`config.mk`:
```
export PLATFORM = sky130hd
export DESIGN_NAME = sjis_backslash_escaper
export DESIGN_NICKNAME = d
export VERILOG_FILES = /design/src/rtl/sjbe_pkg.sv /design/src/rtl/sjbe_lexer.sv /design/src/rtl/sjis_backslash_escaper.sv
export SDC_FILE = /design/constraint.sdc
export NUM_CORES = 1
export LEC_CHECK = 0
export BUFFER_PORTS_ARGS = -buffer_cell sky130_fd_sc_hd__buf_2
export CAP_MARGIN = 20
export CORE_UTILIZATION = 50
export DETAILED_ROUTE_END_ITERATION = 12
export GPL_ROUTABILITY_DRIVEN = 0
export GPL_TIMING_DRIVEN = 0
export PLACE_DENSITY_LB_ADDON = 0.3
export SLEW_MARGIN = 20
export SYNTH_ARGS = -nofsm -noshare
export SYNTH_HDL_FRONTEND = slang
export SYNTH_SLANG_ARGS = --single-unit
```
`constraint.sdc`:
```
create_clock -name clk_i -period 1.65 [get_ports clk_i]
set_clock_uncertainty 0.15 [all_clocks]
set_input_delay 0 -clock clk_i [delete_from_list [all_inputs] [get_ports clk_i]]
set_output_delay 0 -clock clk_i [all_outputs]
set_load 0.02 [all_outputs]
```
`src/rtl/sjbe_pkg.sv`:
```
// Package for the Shift-JIS backslash escaper.
// Holds lexical mode and pending codes, byte constants and the result struct.
// No dependencies.
package sjbe_pkg;

  localparam int unsigned ByteW = 8;
  localparam int unsigned CodeW = 3;

  // lexical mode codes
  localparam logic [CodeW-1:0] MODE_CODE  = 3'd0;
  localparam logic [CodeW-1:0] MODE_STR   = 3'd1;
  localparam logic [CodeW-1:0] MODE_CHR   = 3'd2;
  localparam logic [CodeW-1:0] MODE_BLOCK = 3'd3;
  localparam logic [CodeW-1:0] MODE_LINE  = 3'd4;

  // pending codes
  localparam logic [CodeW-1:0] PEND_NONE  = 3'd0;
  localparam logic [CodeW-1:0] PEND_LEAD  = 3'd1;
  localparam logic [CodeW-1:0] PEND_YEN   = 3'd2;
  localparam logic [CodeW-1:0] PEND_ESC   = 3'd3;
  localparam logic [CodeW-1:0] PEND_STAR  = 3'd4;
  localparam logic [CodeW-1:0] PEND_SLASH = 3'd5;

  // byte values
  localparam logic [ByteW-1:0] CH_NUL     = 8'h00;
  localparam logic [ByteW-1:0] CH_SPACE   = 8'h20;
  localparam logic [ByteW-1:0] CH_NL      = 8'h0A;
  localparam logic [ByteW-1:0] CH_DQUOTE  = 8'h22;
  localparam logic [ByteW-1:0] CH_SQUOTE  = 8'h27;
  localparam logic [ByteW-1:0] CH_STAR    = 8'h2A;
  localparam logic [ByteW-1:0] CH_SLASH   = 8'h2F;
  localparam logic [ByteW-1:0] CH_BSLASH  = 8'h5C;
  localparam logic [ByteW-1:0] CH_UNDER   = 8'h5F;
  localparam logic [ByteW-1:0] LEAD1_LO   = 8'h81;
  localparam logic [ByteW-1:0] LEAD1_HI   = 8'h9F;
  localparam logic [ByteW-1:0] LEAD2_LO   = 8'hE0;
  localparam logic [ByteW-1:0] LEAD2_HI   = 8'hFC;
  localparam logic [ByteW-1:0] TRAIL_LO   = 8'h40;
  localparam logic [ByteW-1:0] TRAIL_HI   = 8'hFC;
  localparam logic [ByteW-1:0] TRAIL_HOLE = 8'h7F;

  // everything one byte produces, plus the next state
  typedef struct packed {
    logic             ins_valid;
    logic [ByteW-1:0] ins_byte;
    logic [ByteW-1:0] out_byte;
    logic             bad_trail;
    logic             nul_fixed;
    logic [CodeW-1:0] mode_d;
    logic [CodeW-1:0] pend_d;
  } sjbe_res_t;

endpackage

```
`src/rtl/sjbe_lexer.sv`:
```
// Combinational lexer step: one source byte against the current mode and
// pending state. Depends on sjbe_pkg.
module sjbe_lexer
  import sjbe_pkg::*;
(
  input  logic [ByteW-1:0] byte_i,
  input  logic             new_file_i,
  input  logic [CodeW-1:0] mode_i,
  input  logic [CodeW-1:0] pend_i,
  output sjbe_res_t        res_o
);

  function automatic logic is_lead(input logic [ByteW-1:0] c);
    return (c >= LEAD1_LO) && ((c <= LEAD1_HI) || ((c >= LEAD2_LO) && (c <= LEAD2_HI)));
  endfunction

  function automatic logic is_trail(input logic [ByteW-1:0] c);
    return (c >= TRAIL_LO) && (c <= TRAIL_HI) && (c != TRAIL_HOLE);
  endfunction

  logic [ByteW-1:0] c;
  logic [CodeW-1:0] mode, pend;
  logic [CodeW-1:0] sp_mode, sp_pend;
  logic [CodeW-1:0] mode_n;

  // new file clears state before the byte; zero becomes a space
  assign mode = new_file_i ? MODE_CODE : mode_i;
  assign pend = new_file_i ? PEND_NONE : pend_i;
  assign c    = (byte_i == CH_NUL) ? CH_SPACE : byte_i;

  // ordinary scan of a byte with nothing pending
  always_comb begin
    sp_mode = mode;
    sp_pend = PEND_NONE;
    if (c == CH_DQUOTE) begin
      if (mode == MODE_CODE) sp_mode = MODE_STR;
      else if (mode == MODE_STR) sp_mode = MODE_CODE;
    end else if (c == CH_SQUOTE) begin
      if (mode == MODE_CODE) sp_mode = MODE_CHR;
      else if (mode == MODE_CHR) sp_mode = MODE_CODE;
    end else if (is_lead(c)) begin
      sp_pend = PEND_LEAD;
    end else if (c == CH_BSLASH) begin
      sp_pend = PEND_ESC;
    end else if ((mode == MODE_BLOCK) && (c == CH_STAR)) begin
      sp_pend = PEND_STAR;
    end else if ((mode == MODE_CODE) && (c == CH_SLASH)) begin
      sp_pend = PEND_SLASH;
    end
  end

  // dispatch on what the previous byte left
  always_comb begin
    res_o           = '0;
    res_o.out_byte  = c;
    res_o.nul_fixed = (byte_i == CH_NUL);
    res_o.ins_byte  = CH_BSLASH;
    mode_n          = mode;
    res_o.pend_d    = PEND_NONE;
    case (pend)
      PEND_LEAD: begin
        res_o.bad_trail = !is_trail(c);
        if (c == CH_BSLASH) res_o.pend_d = PEND_YEN;
      end
      PEND_YEN: begin
        res_o.ins_valid = 1'b1;
        if ((c == CH_NL) && ((mode == MODE_BLOCK) || (mode == MODE_LINE)))
          res_o.ins_byte = CH_UNDER;
        mode_n       = sp_mode;
        res_o.pend_d = sp_pend;
      end
      PEND_ESC: begin
        if (is_lead(c)) res_o.pend_d = PEND_LEAD;
      end
      PEND_STAR: begin
        if (c == CH_SLASH) begin
          mode_n = MODE_CODE;
        end else begin
          mode_n       = sp_mode;
          res_o.pend_d = sp_pend;
        end
      end
      PEND_SLASH: begin
        if (c == CH_STAR) begin
          mode_n = MODE_BLOCK;
        end else if (c == CH_SLASH) begin
          mode_n = MODE_LINE;
        end else begin
          mode_n       = sp_mode;
          res_o.pend_d = sp_pend;
        end
      end
      default: begin
        mode_n       = sp_mode;
        res_o.pend_d = sp_pend;
      end
    endcase
    // newline ends a line comment
    res_o.mode_d = ((c == CH_NL) && (mode_n == MODE_LINE)) ? MODE_CODE : mode_n;
  end

endmodule

```
`src/rtl/sjis_backslash_escaper.sv`:
```
// Top level of the Shift-JIS backslash escaper: input register, lexer step,
// output register holding up to two words. Depends on sjbe_pkg, sjbe_lexer.
//
//  channel | handshake           | payload
//  --------+---------------------+------------------------------------------
//  in      | in_valid_i/ready_o  | in_byte_i, new_file_i
//  out     | out_valid_o/ready_i | out_byte_o, last_o, bad_trail_o, nul_fixed_o
//
// One input word per cycle when the output does not stall; a word after a 0x5C
// trail byte yields two output words and holds the output register until both have left.
// An accepted word passes the input register, then the output register.
// Reset clears the valid flags, the lexical mode and the pending state.
// A stall on the output backs up through the input register to in_ready_o.
module sjis_backslash_escaper
  import sjbe_pkg::*;
(
  input  logic             clk_i,
  input  logic             rst_ni,
  input  logic             in_valid_i,
  output logic             in_ready_o,
  input  logic [ByteW-1:0] in_byte_i,
  input  logic             new_file_i,
  output logic             out_valid_o,
  input  logic             out_ready_i,
  output logic [ByteW-1:0] out_byte_o,
  output logic             last_o,
  output logic             bad_trail_o,
  output logic             nul_fixed_o
);

  logic             in_v_q;
  logic [ByteW-1:0] in_byte_q;
  logic             new_file_q;
  logic [CodeW-1:0] mode_q, pend_q;
  logic             out_v_q, ins_q;
  logic [ByteW-1:0] ins_byte_q, byte_q;
  logic             bad_q, nul_q;
  logic             load, step;
  sjbe_res_t        res;

  // output stage can take a new pair when empty or its last word leaves now
  assign load       = !out_v_q || (out_ready_i && !ins_q);
  assign step       = in_v_q && load;
  assign in_ready_o = !in_v_q || step;

  // input register
  always_ff @(posedge clk_i or negedge rst_ni) begin
    if (!rst_ni) begin
      in_v_q <= 1'b0;
    end else if (in_ready_o) begin
      in_v_q <= in_valid_i;
    end
  end

  always_ff @(posedge clk_i) begin
    if (in_ready_o && in_valid_i) begin
      in_byte_q  <= in_byte_i;
      new_file_q <= new_file_i;
    end
  end

  sjbe_lexer u_lexer (
    .byte_i     (in_byte_q),
    .new_file_i (new_file_q),
    .mode_i     (mode_q),
    .pend_i     (pend_q),
    .res_o      (res)
  );

  // lexical state advances once per processed word
  always_ff @(posedge clk_i or negedge rst_ni) begin
    if (!rst_ni) begin
      mode_q <= MODE_CODE;
      pend_q <= PEND_NONE;
    end else if (step) begin
      mode_q <= res.mode_d;
      pend_q <= res.pend_d;
    end
  end

  // output register: optional inserted word, then the echoed word
  always_ff @(posedge clk_i or negedge rst_ni) begin
    if (!rst_ni) begin
      out_v_q <= 1'b0;
      ins_q   <= 1'b0;
    end else if (step) begin
      out_v_q <= 1'b1;
      ins_q   <= res.ins_valid;
    end else if (out_v_q && out_ready_i) begin
      if (ins_q) ins_q <= 1'b0;
      else out_v_q <= 1'b0;
    end
  end

  always_ff @(posedge clk_i) begin
    if (step) begin
      ins_byte_q <= res.ins_byte;
      byte_q     <= res.out_byte;
      bad_q      <= res.bad_trail;
      nul_q      <= res.nul_fixed;
    end
  end

  assign out_valid_o = out_v_q;
  assign out_byte_o  = ins_q ? ins_byte_q : byte_q;
  assign last_o      = !ins_q;
  assign bad_trail_o = !ins_q && bad_q;
  assign nul_fixed_o = !ins_q && nul_q;

endmodule

```
==> results of run 1 <==
[routing by layer]
metal | vias up | global-route usage [%]
li1 | 697 | -
met1 | 697 | 27.4
met2 | 67 | 41.6
met3 | 16 | 5.93
met4 | 0 | 14.6
met5 | - | 0
[area by class of cell]
type | instances | area (sq um) | area share (%)
clock inverters | 2 | 35.0 | 1.52
inverters | 8 | 33.8 | 1.47
plain buffers | 15 | 93.8 | 4.07
well taps | 44 | 55.1 | 2.39
flip-flops and latches | 29 | 826 | 35.9
repair buffers | 58 | 429 | 18.6
multi-input cells | 106 | 790 | 34.3
clock buffers | 6 | 41.3 | 1.79
[worst paths after layout]
path,start,end,slack [ns],cells after the start
min in group asynchronous,rst_ni,pend_q[2],0.50,3
setup reg to reg,in_byte_q[3],mode_q[2],-0.39,6
hold / removal,in_byte_i[2],in_byte_q[2],0.21,2
hold reg to reg,in_v_q,out_valid_o,0.39,1
setup / recovery,in_byte_q[3],mode_q[2],-0.39,6
max in group asynchronous,rst_ni,ins_q,0.56,3
[cell usage after synthesis, types with 2 or more instances]
library cell	count	area, sq um
and3_1	2	12.5
o21ai_0	11	55.1
edfxtp_1	20	601
nor3_1	2	10.0
nand2b_1	5	31.3
inv_1	8	30.0
nor3b_1	2	15.0
nand2_1	15	56.3
and2_1	3	18.8
nor2_1	13	48.8
a31oi_1	2	12.5
buf_4	3	22.5
buf_6	2	22.5
a21oi_1	6	30.0
nand3_1	4	20.0
nor2b_1	5	31.3
a311o_1	2	20.0
or2_2	6	37.5
nand4b_1	2	17.5
dfrtp_1	9	225
clkbuf_1	8	30.0
[registers in the layout, indices dropped and copies added (netlist names)]
register     count
pend_q           3
in_byte_q        8
out_valid_o      1
byte_q           8
mode_q           3
new_file_q       1
ins_byte_q       1
in_v_q           1
bad_q            1
nul_q            1
ins_q            1
[power by group]
group          internal (mW)  total (mW)  switching (mW)
registers              0.836       0.875          0.0398
logic                  0.182       0.397           0.214
clock network          0.317       0.571           0.253
[per-stage QoR]
step / setup slack [ns] / instance area [sq um] / power, mW / cells
after floorplan: -0.170 / 1630 / 1.08 / 158
after global placement: -0.348 / 1810 / 1.15 / 227
after detailed placement: -0.363 / 1810 / 1.16 / 227
after CTS: -0.292 / 2210 / 1.81 / 266
after global routing: -0.431 / 2300 / 1.92 / 268
final: -0.388 / 2300 / 1.84 / 268
[kinds of logic (layout without fill, tap and decap cells)]
logic type      count (synthesis)  in the layout  synth area share [%]
buf+inv                        23             89                  7.34
flops                          29             29                  51.0
compound gates                 36             36                  16.1
simple gates                   69             69                  25.0
mux                             1              1                 0.618
[what timing repair did]
action                                  CTS  global route
hold buffers                             13             0
setup buffers                            18             3
hold endpoints to repair                 21             0
resized for setup                        13            18
pin swaps                                12            14
endpoints found under the setup margin    7            25
==> qor.csv, run 1 <==
stage,metric,value,unit
run_status,status,finished with violations,
run_status,failing checks,setup timing,
routing,DRT met1 WL,1670,microns
setup_path,"Cell Chain, Critical Path",nor4_4 > buf_4 > o211ai_1 > a221oi_4 > a2111oi_4 > a22oi_1,
setup_path,critical-path maximum fanout,4,
yosys,Mapped Cells,158,
setup_path,worst setup path category,register to register,
timing,Tcrit/Tclk final,123,%
floorplanning,Ports,26,
cts,CTS root buffer,clkbuf_4,
cts,clk_lat worst skew,0.33,ns
floorplanning,full die area,3470,sq um
timing,Period minus WS final,2.04,ns
timing,setup slack after layout,-0.388,ns
setup_path,Critical Path Source Type,register,
routing,Via density,5.51,
power_and_ir_drop,Power Density,800,nW/um^2
grt,global route overflow,0,
power_and_ir_drop,leak pwr,0.940,nW
final_layout,final core occ,75.5,%
final_layout,Area Overhead vs Synth,42.3,%
cts,clock sinks,29,
cts,CTS Buf Count,5,
setup_path,Worst Path Buf+Inv,1,
grt,vias in the first global route,1388,
routing,WL met2,2000,microns
grt,first-pass GRT wire length,6050,microns
setup_path,"Data required, critical path",1.74,ns
timing,final count of negative-setup-slack endpoints,7,
timing,Worst-Margin Slew,0.408,ns
final_layout,ant diodes,0,
final_layout,share of layout cells above drive strength 1,39.3,%
floorplanning,Die Y,58.9,microns
placed_design,# port buffers,25,
cts,Longest Clk Path Bufs,2,
placed_design,HPWL after DPL,2280,microns
timing,"Slew Viols, Final",0,
routing,Max Used Layer,met4,
setup_path,CP max stage cell,edfxtp_1,
final_layout,"commonest non-fill, non-tap cell in the layout",buf_2,
setup_path,Critical Path Sink Type,register,
yosys,mean post-synth cell area,10.2,sq um
timing,Max-slew headroom,72.7,%
routing,drt drc,0,
grt,total track usage,24.3,%
yosys,Synth cell types,49,
floorplanning,Rows,20,
timing,total negative slack,-1.63,ns
yosys,Yosys warning count,0,
yosys,number of synthesized flops with an enable pin,20,
setup_path,Crit path arrival time,2.12,ns
timing,final hold viol count,0,
routing,Iteration-0 DRC Markers,76,
grt,largest net degree at the start of global routing,11,
final_layout,# fillers,210,
yosys,Post-Syn Area,1620,sq um
routing,Total Wirelength,4030,microns
floorplanning,Starting Density,53.0,%
power_and_ir_drop,Worst VDD drop,0.000550,V
cts,CTS tree,done,
final_layout,Final nets,236,
flow_run,Max Cap Viol,0,
routing,via count,1477,
routing,drt first pass iters,4,
floorplanning,CORE AREA,3050,sq um
setup_path,worst stage delay on the critical path,0.50,ns
timing,hold slack,0.213,ns
routing,Antenna Violating Nets Remaining,0,
timing,maximum clock rate,491,MHz
final_layout,most frequent cells in the layout,"buf_2, edfxtp_1, buf_4, nand2_1, dlygate4sd3_1",
cts,H-tree depth,2,
yosys,Async SR Flop Fraction,31.0,%
floorplanning,Die Wd,58.9,microns
timing,unrepaired setup endpoints after global routing,yes,
cts,clk slew on worst S/H paths,0.10,ns
min_path,worst hold path type,input pin to register,
yosys,Post-synth top flop,edfxtp_1,
setup_path,CP top delay family,compound AO/OA/AOI/OAI gates,
routing,average routed wire per standard cell,15.0,microns
yosys,post-synthesis sequential area ratio,51.0,%
routing,routed wl met3,220,microns
grt,initial antenna violation count,0,
yosys,Post-Syn Nets,171,
yosys,Seq cells post-synth,29,
(Power assumes the default switching activity.)
==> run 2: changes to the inputs <==
--- a/config.mk
+++ b/config.mk
@@ -7,7 +7,8 @@
 export LEC_CHECK = 0
 export BUFFER_PORTS_ARGS = -buffer_cell sky130_fd_sc_hd__buf_2
 export CAP_MARGIN = 20
-export CORE_UTILIZATION = 50
+export CORE_MARGIN = 2
+export CORE_UTILIZATION = 60
 export DETAILED_ROUTE_END_ITERATION = 12
 export GPL_ROUTABILITY_DRIVEN = 0
 export GPL_TIMING_DRIVEN = 0
==> constraint.sdc (replaced) <==
create_clock -name clk_i -period 2.4 [get_ports clk_i]
set_clock_uncertainty 0.15 [all_clocks]
set_input_delay 0 -clock clk_i [delete_from_list [all_inputs] [get_ports clk_i]]
set_output_delay 0 -clock clk_i [all_outputs]
set_load 0.02 [all_outputs]
==> run 2 against run 1 <==
Net effect: the run now ends clean; total power decreased by 35%; global-route usage up 1.9 points; utilization rose by 3.3 points; sequential power down 31%; setup slack gained 0.61 ns; combinational power is 49% lower; fmax decreased by 6.6%; die area decreased by 9.8%; hold slack improved by 0.0035 ns; non-clock buffer count down 20.
==> qor.csv, run 2 (synthesized netlist as in run 1, its figures left out) <==
stage,metric,value,unit
power_and_ir_drop,Power Density,602,nW/um^2
timing,Period minus WS final,2.18,ns
placed_design,"worst slack, placed",0.260,ns
floorplanning,Ports,26,
routing,via count,1411,
setup_path,reg-to-reg startpoint,ins_q,
final_layout,share of layout cells above drive strength 1,24.5,%
routing,drt drc,0,
timing,"Slew Viols, Final",0,
timing,setup slack after layout,0.218,ns
final_layout,Final nets,216,
timing,unrepaired setup endpoints after global routing,no,
routing,Via density,6.03,
setup_path,Worst R2R End,pend_q[0],
routing,Iteration-0 DRC Markers,84,
setup_path,critical-path maximum fanout,14,
grt,largest net degree at the start of global routing,15,
grt,first-pass GRT wire length,6250,microns
grt,total track usage,26.3,%
floorplanning,Rows,18,
setup_path,worst setup path category,register to register,
setup_path,Worst Path Buf+Inv,2,
grt,initial antenna violation count,0,
cts,CTS Buf Count,5,
power_and_ir_drop,leak pwr,0.816,nW
timing,Tcrit/Tclk final,90.9,%
final_layout,Area Overhead vs Synth,22.7,%
setup_path,Worst Reg2Reg Path Length in Cells,6,
cts,number of setup buffers added after CTS,0,
final_layout,# fillers,163,
floorplanning,CORE AREA,2520,sq um
final_layout,ant diodes,0,
cts,H-tree depth,2,
cts,CTS root buffer,clkbuf_4,
floorplanning,Die Wd,55.9,microns
setup_path,"Cell Chain, Critical Path",o21ai_0 > nand2_1 > buf_6 > inv_1 > o21ai_0 > a32o_1,
min_path,Worst Hold End,in_byte_q[0],
min_path,worst hold path type,input pin to register,
flow_run,Max Cap Viol,0,
routing,average routed wire per standard cell,15.5,microns
cts,clock sinks,29,
routing,Total Wirelength,3630,microns
cts,clk_lat worst skew,0.34,ns
setup_path,r2r setup slk,0.22,ns
grt,global route overflow,0,
setup_path,"Data required, critical path",2.49,ns
final_layout,Regs by FF count,"byte_q: 8 flops, in_byte_q: 8 flops",
setup_path,Crit path arrival time,2.27,ns
cts,clk slew on worst S/H paths,0.09,ns
grt,vias in the first global route,1383,
timing,final count of negative-setup-slack endpoints,0,
cts,Longest Clk Path Bufs,2,
floorplanning,full die area,3130,sq um
floorplanning,Starting Density,64.2,%
routing,drt first pass iters,5,
timing,Max-slew headroom,66.5,%
placed_design,HPWL after DPL,2440,microns
run_status,status,"complete, no violations",
min_path,Min-Delay Startpoint,in_byte_i[0],
timing,final hold viol count,0,
final_layout,"commonest non-fill, non-tap cell in the layout",buf_2,
power_and_ir_drop,Worst VDD drop,0.000486,V
cts,CTS tree,done,
setup_path,worst stage delay on the critical path,0.41,ns
placed_design,# port buffers,25,
final_layout,most frequent cells in the layout,"buf_2, edfxtp_1, nand2_1, nor2_1, dlygate4sd3_1",
floorplanning,Die Y,55.9,microns
timing,Worst-Margin Slew,0.502,ns
setup_path,Critical Path Source Type,register,
setup_path,"most used cell, CP",o21ai_0,
routing,Antenna Violating Nets Remaining,0,
timing,total negative slack,0,ns
min_path,WHS Path Cells,2,
timing,maximum clock rate,458,MHz
setup_path,CP top delay family,compound AO/OA/AOI/OAI gates,
setup_path,Critical Path Sink Type,register,
setup_path,CP max stage cell,dfrtp_1,
run 2: layout make-up:
type / count / area [sq um] / share of cell area, %
clock inverters: 2 / 33.8 / 1.70
multi-input cells: 106 / 674 / 33.9
inverters: 8 / 30.0 / 1.51
repair buffers: 38 / 255 / 12.8
flip-flops and latches: 29 / 826 / 41.6
plain buffers: 15 / 88.8 / 4.47
well taps: 30 / 37.5 / 1.89
clock buffers: 6 / 41.3 / 2.08
run 2: worst reg2reg max path, delay by kind of cell, from the launching register on:
| kind | cells | cell delay, ns |
|---|---|---|
| and+or+nand+nor | 1 | 0.19 |
| AOI/OAI and AO/OA | 3 | 0.77 |
| DFF | 1 | 0.41 |
| buffers and inverters | 2 | 0.56 |
run 2: layer usage:
layer	global-route usage [%]	part of all wire, %
met1	31.8	39
met5	0	0
met2	43.7	50
met3	6.51	7.4
met4	12.9	3.6
run 2: power breakdown:
group / leakage [nW] / switching (mW) / internal [mW] / total, mW
combinational: 0.467 / 0.117 / 0.0870 / 0.204
sequential: 0.309 / 0.0291 / 0.575 / 0.604
clock: 0.0399 / 0.172 / 0.217 / 0.388
total: 0.816 / 0.318 / 0.878 / 1.20
run 2: what timing repair did:
item	4_1_cts	5_1_grt
hold endpoints to repair	21	0
hold buffers	13	0
resized for setup	0	0
run 2: per-stage QoR:
stage	util [%]	hold WS [ns]	total power, mW	std cells	cell area, sq um
final	78.8	0.216	1.20	234	1990
after global placement	70.6	-0.287	0.786	213	1780
after floorplan	-	-0.446	0.739	158	1620
after global routing	78.8	0.220	1.24	234	1990
after CTS	78.8	0.208	1.19	234	1990
after detailed placement	70.6	-0.287	0.797	213	1780
run 2: worst max path at each step:
stage	start	endpoint	slack (ns)	cells after the start
after global placement	ins_q	pend_q[0]	0.39	6
after detailed placement	ins_q	pend_q[0]	0.26	6
after floorplan	in_byte_q[7]	mode_q[1]	0.58	6
after global routing	ins_q	pend_q[0]	0.03	6
final	ins_q	pend_q[0]	0.22	6
after CTS	ins_q	pend_q[0]	0.24	6
==> run 3: changes to the inputs <==
--- a/config.mk
+++ b/config.mk
@@ -5,10 +5,11 @@
 export SDC_FILE = /design/constraint.sdc
 export NUM_CORES = 1
 export LEC_CHECK = 0
+export ABC_AREA = 1
 export BUFFER_PORTS_ARGS = -buffer_cell sky130_fd_sc_hd__buf_2
 export CAP_MARGIN = 20
 export CORE_MARGIN = 2
-export CORE_UTILIZATION = 60
+export CORE_UTILIZATION = 55
 export DETAILED_ROUTE_END_ITERATION = 12
 export GPL_ROUTABILITY_DRIVEN = 0
 export GPL_TIMING_DRIVEN = 0
==> constraint.sdc (replaced) <==
create_clock -name clk_i -period 2.05 [get_ports clk_i]
set_clock_uncertainty 0.15 [all_clocks]
set_input_delay 0 -clock clk_i [delete_from_list [all_inputs] [get_ports clk_i]]
set_output_delay 0 -clock clk_i [all_outputs]
set_load 0.02 [all_outputs]
==> run 3 against run 2 <==
Net effect: synthesized cell count is 25% higher; via count grew 5.2%; clock-buffer cell count unchanged; combinational power is 32% higher; critical path type unchanged; cell area is 2.2% higher; die area increased by 7.3%; critical path depth is 4 higher; first-iteration DRC count down 18%; sequential share of layout area is 0.90 points lower; clock power shrank 14%.
==> qor.csv, run 3 <==
stage,metric,value,unit
yosys,commonest cells in the netlist,"nand2_1, inv_1, nor2_1, edfxtp_1, dfrtp_1",
yosys,Post-Syn Nets,211,
final_layout,# fillers,212,
setup_path,crit path launch,in_byte_q[4],
timing,Worst-Margin Slew,0.448,ns
power_and_ir_drop,leak pwr,0.969,nW
grt,vias in the first global route,1308,
final_layout,Post-Layout Cell Count,285,
final_layout,Final nets,266,
placed_design,HPWL after DPL,2290,microns
final_layout,Regs by FF count,"byte_q: 8 flops, in_byte_q: 8 flops",
timing,Period minus WS final,1.92,ns
final_layout,"commonest non-fill, non-tap cell in the layout",nand2_1,
setup_path,Critical Path Sink Type,register,
placed_design,dpl cells,254,
final_layout,ant diodes,0,
cts,clk_lat worst skew,0.33,ns
yosys,Post-Syn Area,1600,sq um
floorplanning,Die Y,58.0,microns
placed_design,"worst slack, placed",-0.287,ns
grt,largest net degree at the start of global routing,18,
yosys,Async SR Flop Fraction,31.0,%
cts,CTS Buf Count,5,
timing,maximum clock rate,522,MHz
final_layout,final core occ,73.6,%
routing,via count,1484,
placed_design,# port buffers,25,
final_layout,share of layout cells above drive strength 1,24.4,%
yosys,Mapped Cells,198,
run_status,status,"complete, no violations",
grt,first-pass GRT wire length,5340,microns
setup_path,critical-path maximum fanout,5,
grt,total track usage,21.8,%
routing,drt drc,0,
min_path,Min-Delay Startpoint,in_byte_i[7],
floorplanning,full die area,3360,sq um
final_layout,Area Overhead vs Synth,26.8,%
setup_path,reg-to-reg startpoint,in_byte_q[4],
cts,clock sinks,29,
yosys,mean post-synth cell area,8.09,sq um
cts,H-tree depth,2,
routing,Total Wirelength,3590,microns
timing,final hold viol count,0,
timing,setup slack after layout,0.133,ns
yosys,Synth area leaders,"edfxtp_1, dfrtp_1, nand2_1",
yosys,Post-synth top flop,edfxtp_1,
power_and_ir_drop,Power Density,651,nW/um^2
setup_path,worst setup path category,register to register,
routing,Iteration-0 DRC Markers,69,
setup_path,Crit path arrival time,2.00,ns
yosys,Seq cells post-synth,29,
grt,global route overflow,0,
final_layout,most frequent cells in the layout,"nand2_1, inv_1, buf_2, nor2_1, edfxtp_1",
setup_path,Critical Path Source Type,register,
yosys,Synth cell types,28,
yosys,Yosys top cell by area,edfxtp_1,
routing,drt first pass iters,4,
floorplanning,Die Wd,58.0,microns
cts,CTS tree,done,
timing,Max-slew headroom,70.0,%
routing,Via density,5.21,
yosys,number of synthesized flops with an enable pin,20,
floorplanning,Rows,19,
floorplanning,Starting Density,58.1,%
timing,Tcrit/Tclk final,93.5,%
floorplanning,CORE AREA,2760,sq um
yosys,post-synthesis sequential area ratio,51.6,%
routing,average routed wire per standard cell,12.6,microns
power_and_ir_drop,Worst VDD drop,0.000540,V
yosys,"count leader, synth",nand2_1,
yosys,area share of the largest cell type after synthesis,37.5,%
min_path,worst hold path type,input pin to register,
timing,final count of negative-setup-slack endpoints,0,
timing,"Slew Viols, Final",0,
yosys,Yosys warning count,0,
cts,Longest Clk Path Bufs,2,
setup_path,"Data required, critical path",2.13,ns
grt,initial antenna violation count,0,
timing,total negative slack,0,ns
cts,clk slew on worst S/H paths,0.09,ns
routing,Antenna Violating Nets Remaining,0,
floorplanning,Ports,26,
cts,CTS root buffer,clkbuf_4,
flow_run,Max Cap Viol,0,
-- run 3: cell types whose count changed in the layout (fill, tap and decap cells not counted), moves of 6 or more --
cell | previous run | this run
buf_4 | 3 | 9
inv_1 | 8 | 26
nand2_1 | 15 | 53
nand4_1 | 1 | 7
nor2_1 | 13 | 24
nor2_2 | 0 | 7
-- run 3: worst paths after layout --
kind                                      to  slack [ns]  cells after the start
worst max-delay path               mode_q[2]        0.13                     10
worst min-delay path            in_byte_q[7]        0.22                      2
worst max register to register     mode_q[2]        0.13                     10
worst min register to register   out_valid_o        0.37                      2
max in group asynchronous              ins_q        0.93                      3
min in group asynchronous          pend_q[0]        0.51                      3
-- run 3: logic make-up (layout without fill, tap and decap cells) --
kind of cell,after synthesis,after routing,share of synthesized area [%]
AO/OA/AOI/OAI,20,21,7.89
buffers and inverters,35,90,8.67
flip-flops,29,29,51.6
AND/OR/NAND/NOR,114,114,31.9
-- run 3: metrics by stage --
stage / hold slack [ns] / area [sq um] / power, mW
after floorplan: -0.446 / 1600 / 0.876
after global placement: -0.286 / 1770 / 0.943
after detailed placement: -0.282 / 1770 / 0.948
after CTS: 0.210 / 1960 / 1.30
after global routing: 0.214 / 2030 / 1.38
final: 0.220 / 2030 / 1.32
-- run 3: cell type report --
type                    count  area (sq um)  share of cell area, %
clock inverters             2          10.0                  0.493
well taps                  31          38.8                   1.91
repair buffers             47           323                   15.9
clock buffers               6          41.3                   2.03
multi-input cells         135           653                   32.2
inverters                  27           101                   4.99
flip-flops and latches     29           826                   40.7
plain buffers               8          37.5                   1.85
-- run 3: critical path, cell delays in order (launching register included) --
cell and delay (ns):
edfxtp_1 0.49, nor2_2 0.16, nand2_2 0.13, o21ai_4 0.25, nand3_2 0.14, nand2_1 0.08, nand2_1 0.07, a21oi_2 0.16
nand3_1 0.08, nand2_1 0.06, nand2_1 0.05
-- run 3: power breakdown --
part	internal (mW)	switching (mW)
Combinational	0.103	0.167
Sequential	0.687	0.0311
Clock	0.130	0.204
Total	0.919	0.402
-- run 3: metal layers --
layer  global-route usage [%]  routed length, microns  share of wire [%]  vias to the layer above
met5                        0                       0                  0                        -
met4                     10.3                      67                1.9                        0
met3                     6.70                     196                5.5                        8
met2                     36.9                    1810                 51                       53
met1                     25.3                    1510                 42                      671
li1                         -                       -                  -                      752
-- run 3: repair_timing --
item | CTS | global route
pin swaps | 1 | 1
cloned | 0 | 1
hold buffers | 13 | 0
endpoints found under the hold margin | 21 | 0
gates resized for setup | 1 | 1
setup buffers | 1 | 8
endpoints found under the setup margin | 4 | 2
